`src/rtl/ptc_pkg.sv`:
```
`default_nettype none
package ptc_pkg;

    typedef struct packed {
        logic        cmd;
        logic [19:0] raw_value;
    } ptc_in_t;

    typedef struct packed {
        logic               result_kind;
        logic signed [31:0] temperature_centi;
        logic        [31:0] pressure_q24_8;
        logic               divide_by_zero;
    } ptc_out_t;

    localparam int StepW = 5;
    typedef logic [StepW-1:0] ptc_step_t;

    // Temperature program.
    localparam ptc_step_t ST_0  = 5'd0;
    localparam ptc_step_t ST_1  = 5'd1;
    localparam ptc_step_t ST_2  = 5'd2;
    localparam ptc_step_t ST_F  = 5'd3;
    // Pressure program.
    localparam ptc_step_t SP_0  = 5'd4;
    localparam ptc_step_t SP_1  = 5'd5;
    localparam ptc_step_t SP_2  = 5'd6;
    localparam ptc_step_t SP_3  = 5'd7;
    localparam ptc_step_t SP_4  = 5'd8;
    localparam ptc_step_t SP_5  = 5'd9;
    localparam ptc_step_t SP_6  = 5'd10;
    localparam ptc_step_t SP_7  = 5'd11;
    localparam ptc_step_t SP_8  = 5'd12;
    localparam ptc_step_t SP_9  = 5'd13;
    localparam ptc_step_t SP_10 = 5'd14;
    localparam ptc_step_t SP_11 = 5'd15;
    localparam ptc_step_t SP_12 = 5'd16;
    localparam ptc_step_t SP_13 = 5'd17;
    localparam ptc_step_t SP_14 = 5'd18;
    localparam ptc_step_t SP_15 = 5'd19;
    localparam ptc_step_t SP_16 = 5'd20;
    localparam ptc_step_t SP_17 = 5'd21;
    localparam ptc_step_t SP_18 = 5'd22;

    localparam logic [1:0] KIND_ALU = 2'd0;
    localparam logic [1:0] KIND_MUL = 2'd1;
    localparam logic [1:0] KIND_DIV = 2'd2;

    localparam logic [1:0] REG_TEMP    = 2'd0;
    localparam logic [1:0] REG_PRESS_A = 2'd1;
    localparam logic [1:0] REG_PRESS_B = 2'd2;
    localparam logic [1:0] REG_PRESS_C = 2'd3;

    localparam logic [63:0] FINE_OFFSET = 64'd128000;
    localparam logic [20:0] RAW_FULL    = 21'd1048576;
    localparam logic [63:0] SCALE_3125  = 64'd3125;

    typedef struct packed {
        logic      load;
        logic      go_mul;
        logic      go_div;
        logic      exec;
        logic      finish;
        ptc_step_t step;
    } ptc_cmd_t;

    typedef struct packed {
        logic in_cmd;
        logic mul_done;
        logic div_done;
        logic v1_zero;
        logic out_free;
    } ptc_stat_t;

    function automatic logic [1:0] step_kind(input ptc_step_t step);
        logic [1:0] kind;
        case (step) inside
            ST_0, ST_1, ST_2, SP_1, SP_2, SP_3, SP_5, SP_6, SP_8, SP_10,
            SP_13, SP_14, SP_15: kind = KIND_MUL;
            SP_11:               kind = KIND_DIV;
            default:             kind = KIND_ALU;
        endcase
        return kind;
    endfunction

    function automatic logic last_step(input ptc_step_t step);
        return (step == ST_F) || (step == SP_18);
    endfunction

    function automatic logic [63:0] sx16(input logic [15:0] v);
        return {{48{v[15]}}, v};
    endfunction

    function automatic logic [63:0] sra64(input logic [63:0] v, input int unsigned s);
        return 64'($signed(v) >>> s);
    endfunction

endpackage
`default_nettype wire

```
`src/rtl/ptc_ctrl.sv`:
```
`default_nettype none
module ptc_ctrl (
    input  wire logic              aclk,
    input  wire logic              aresetn,
    input  wire logic              s_valid,
    output logic                   s_ready,
    input  wire ptc_pkg::ptc_stat_t stat,
    output ptc_pkg::ptc_cmd_t      cmd
);
    import ptc_pkg::*;

    localparam logic [1:0] IDLE   = 2'd0;
    localparam logic [1:0] ISSUE  = 2'd1;
    localparam logic [1:0] WAIT   = 2'd2;
    localparam logic [1:0] FINISH = 2'd3;

    logic [1:0] state_reg, state_next;
    ptc_step_t  step_reg, step_next;
    ptc_step_t  step_inc;

    assign step_inc = StepW'(step_reg + 1'b1);

    always_comb begin
        state_next = state_reg;
        step_next  = step_reg;
        s_ready    = 1'b0;
        cmd        = '0;
        cmd.step   = step_reg;
        unique case (state_reg)
            IDLE: begin
                s_ready = 1'b1;
                if (s_valid) begin
                    cmd.load   = 1'b1;
                    step_next  = stat.in_cmd ? SP_0 : ST_0;
                    state_next = ISSUE;
                end
            end
            ISSUE: begin
                unique case (step_kind(step_reg))
                    KIND_MUL: begin
                        cmd.go_mul = 1'b1;
                        state_next = WAIT;
                    end
                    KIND_DIV: begin
                        cmd.go_div = 1'b1;
                        state_next = WAIT;
                    end
                    default: begin
                        cmd.exec = 1'b1;
                        // A zero divisor ends the pressure program early.
                        if (last_step(step_reg) || (step_reg == SP_9 && stat.v1_zero)) begin
                            state_next = FINISH;
                        end else begin
                            step_next = step_inc;
                        end
                    end
                endcase
            end
            WAIT: begin
                if (stat.mul_done || stat.div_done) begin
                    cmd.exec   = 1'b1;
                    step_next  = step_inc;
                    state_next = ISSUE;
                end
            end
            FINISH: begin
                if (stat.out_free) begin
                    cmd.finish = 1'b1;
                    state_next = IDLE;
                end
            end
            default: state_next = IDLE;
        endcase
    end

    always_ff @(posedge aclk) begin
        if (!aresetn) begin
            state_reg <= IDLE;
            step_reg  <= ST_0;
        end else begin
            state_reg <= state_next;
            step_reg  <= step_next;
        end
    end
endmodule
`default_nettype wire

```
`config.mk`:
```
export PLATFORM = sky130hd
export DESIGN_NAME = ptc_ctrl
export DESIGN_NICKNAME = d
export VERILOG_FILES = /design/src/rtl/ptc_pkg.sv /design/src/rtl/ptc_ctrl.sv
export SDC_FILE = /design/constraint.sdc
export NUM_CORES = 1
export LEC_CHECK = 0
export ABC_AREA = 0
export ABC_CLOCK_PERIOD_IN_PS = 2000
export BUFFER_PORTS_ARGS = -buffer_cell sky130_fd_sc_hd__buf_2
export CAP_MARGIN = 20
export CORE_UTILIZATION = 45
export DETAILED_ROUTE_END_ITERATION = 12
export PLACE_DENSITY = 0.73
export REMOVE_ABC_BUFFERS = 1
export SYNTH_ARGS = -nofsm -noshare
export SYNTH_HDL_FRONTEND = slang
export SYNTH_SLANG_ARGS = --single-unit
```
`constraint.sdc`:
```
create_clock -name aclk -period 2 [get_ports aclk]
set_input_delay 0.2 -clock aclk [delete_from_list [all_inputs] [get_ports aclk]]
set_output_delay 0.2 -clock aclk [all_outputs]
set_load 0.1 [all_outputs]
```
==> summary.md <==
| Metric | Value |
|---|---|
| FP Rows | `13` |
| First-pass GRT wire length | `2891 um` |
| Drt first pass iters | `4` |
| FF+latch area | `150.1 sq um` |
| Syn Std Cell Area | `686.9 sq um` |
| Setup slack, reg-to-reg | `0.02 ns` |
| HPWL after DPL | `1354 um` |
| CTS Hold Bufs | `0` |
| Layout Utilization | `0.8013` |
| Number of diodes | `0` |
| Kind of critical path | `flop to output pin` |
| Syn-to-layout area delta | `59.38%` |
| Synth warn | `0` |
| RR Endpoint | `step_reg[4]` |
| Final Max Slew Viols | `0` |
| Vias in the first global route | `624` |
| Remaining global-route overflow | `0` |
| Yosys cell types | `40` |
| Nature of the critical path endpoint | `output pin` |
| Post-synth EDFFs | `0` |
| Fill cells | `82` |
| Initial Util | `0.5027` |
| Cells after synthesis | `80` |
| Most common flop cell mapped by yosys | `dfxtp_1` |
| RSZ-0062 raised after global routing | `yes` |
| Power Dens Cells | `1730 nW/um^2` |
| CP arrival | `1.91 ns` |
| Die area | `1687 sq um` |
| CTS H-tree depth | `1` |
| Initial antenna violation count | `0` |
| Clock Skew | `0.01249 ns` |
| Hold WC Path Type | `primary input to flop` |
| Slew @ Worst Pin | `0.4938 ns` |
| Final min period | `2.112 ns` |
| Worst rel slew slack | `0.6730` |
| Worst Path Required | `1.80 ns` |
| Yosys top cell area share | `0.2040` |
| Worst VDD drop | `1.141 mV` |
| Overall die height | `41.07 um` |
| Max-Cap Viols | `0` |
| Nets | `134` |
| Startpoint types | `flop` |
| IO buf count | `18` |
| TritonCTS buffer count | `3` |
| Area contributors post-synth | `dfxtp_1 20%, ha_1 16%, and2_1 4.6%, inv_1 4.4%, nand2_1 4.4%` |
| Pre-CTS WS | `-0.07852 ns` |
| Clk_lat worst skew | `0.27 ns` |
| Clock Tree Root | `clkbuf_4` |
| Routed WL | `2007 um` |
| Share of cells above drive strength 1 | `0.5431` |
| TritonCTS clock tree | `built` |
| Clock sink count | `7` |
| Largest net degree at the start of global routing | `13` |
| Detailed Route Iter0 Violations | `20` |
| Seq/Total Area, Yosys | `0.2040` |
| Synth area leader | `dfxtp_1` |
| Core Area | `1366 sq um` |
| #FFs+latches synth | `7` |
| Largest register FFs | `5` |
| Failing checks | `negative setup slack` |
| Worst Path Max Fanout | `4` |
| Reg clk slew, reported paths | `0.06 ns` |
| GP Congestion | `0.7945` |
| Most common cell in the netlist | `ha_1` |
| Antenna-violating nets left | `0` |
| Asr flop ratio synth | `0` |
| Total GRT Usage | `0.2679` |
| Post-route cell area | `1095 sq um` |
| DRC viols | `0` |
| Worst Setup EP | `cmd[8]` |
| I/O pins | `19` |
| WL/cell | `15.32 um` |
| Die X | `41.07 um` |
| # setup viols final | `3` |
| CP Launch Point | `step_reg[1]` |
| Worst Reg-to-Reg Cells | `9` |
| Post-synth top cells | `9 x ha_1, 8 x inv_1, 8 x nand2_1, 7 x dfxtp_1, 5 x and2_1` |
| Maximum buffer depth of the clock tree | `2` |
| Placed Area | `903.4 sq um` |
| Period utilization | `1.056` |
| Vias per inst | `5.626` |
| Final Hold Fails | `0` |
| Leak | `0.4892 nW` |
| Final setup margin | `-0.1116 ns` |
| Worst r2r src | `step_reg[1]` |
| F_max | `473.6 MHz` |
| Vias | `737` |
| Multi-input combinational cell area | `593.1 sq um` |
| Outcome | `finished with violations` |
| Syn Area/Cell | `8.586 sq um` |
final cells by class:
type | count | share of cell area
Timing Repair Buffer | 35 | 0.2503
Inverter | 8 | 0.02971
Clock buffer | 4 | 0.02400
Tap cell | 15 | 0.01714
Multi-Input combinational cell | 62 | 0.5417
Sequential cell | 7 | 0.1371
power by group:
part	internal [mW]	switching, mW	leakage, nW	total, mW
Combinational	0.589	0.920	0.414	1.51
Sequential	0.182	0.0604	0.0598	0.242
Clock	0.0770	0.0653	0.0150	0.142
Total	0.847	1.05	0.489	1.89
logic make-up (layout without fill, tap and decap cells):
group / Yosys count / count (layout) / synth area share
mux: 3 / 3 / 0.05100
simple gates: 30 / 30 / 0.2532
buf+inv: 11 / 47 / 0.07285
flops: 7 / 7 / 0.2040
compound gates: 19 / 19 / 0.2405
fa+ha+maj: 10 / 10 / 0.1785
layout by cell type (no fill, tap or decap), types with 2 or more instances in the layout:
| master | Yosys | final |
|---|---|---|
| mux2i_1 | 2 | 2 |
| dfxtp_1 | 7 | 3 |
| nor2_2 | 1 | 2 |
| buf_12 | 0 | 3 |
| and3_1 | 3 | 2 |
| clkbuf_4 | 0 | 3 |
| dfxtp_4 | 0 | 2 |
| dfxtp_2 | 0 | 2 |
| ha_1 | 9 | 5 |
| o21ai_0 | 3 | 2 |
| buf_2 | 1 | 15 |
| nand2_1 | 8 | 7 |
| a21oi_1 | 4 | 2 |
| ha_4 | 0 | 3 |
| a21oi_4 | 1 | 2 |
| and2_1 | 5 | 4 |
| buf_6 | 1 | 3 |
| buf_4 | 0 | 14 |
| inv_1 | 8 | 7 |
metal layers:
metal,GRT usage,share of wire,up-vias
li1,-,-,358
met1,0.3571,0.44,354
met2,0.4336,0.50,20
met3,0.03261,0.036,5
met4,0.1000,0.022,0
met5,0,0,-
timing repair:
action	4_1_cts	5_1_grt
pin swaps	8	3
resized for setup	17	13
endpoints found under the setup margin	9	10
buffers inserted	5	1
worst max-delay path, stage by stage (launching register included):
cell	delay, ns
dfxtp_4	0.38
ha_4	0.16
nor2_2	0.04
mux2_4	0.26
o31a_4	0.29
buf_6	0.12
and2b_1	0.22
buf_12	0.18
how the worst min path moves through the flow:
| stage | slack [ns] | cells past startpoint | from | endpoint |
|---|---|---|---|---|
| global route | 0.27 | 2 | aresetn | state_reg[0] |
| global placement | 0.51 | 2 | aresetn | state_reg[0] |
| finish | 0.25 | 2 | aresetn | state_reg[1] |
| CTS | 0.25 | 2 | aresetn | state_reg[0] |
| detailed placement | 0.53 | 2 | aresetn | step_reg[1] |
| floorplan | 0.32 | 1 | aresetn | step_reg[0] |
through the flow:
| step | setup TNS (ns) | power [mW] | instances | hold slack (ns) |
|---|---|---|---|---|
| after global placement | 0 | 1.508 | 121 | 0.5122 |
| after floorplan | -7.332 | 1.171 | 77 | 0.3217 |
| final | -0.2705 | 1.894 | 131 | 0.2532 |
| after CTS | -0.3074 | 1.767 | 130 | 0.2521 |
| after global routing | -0.6673 | 1.988 | 131 | 0.2683 |
| after detailed placement | -0.3106 | 1.534 | 121 | 0.5256 |
Power figures use the tool's default switching activity.
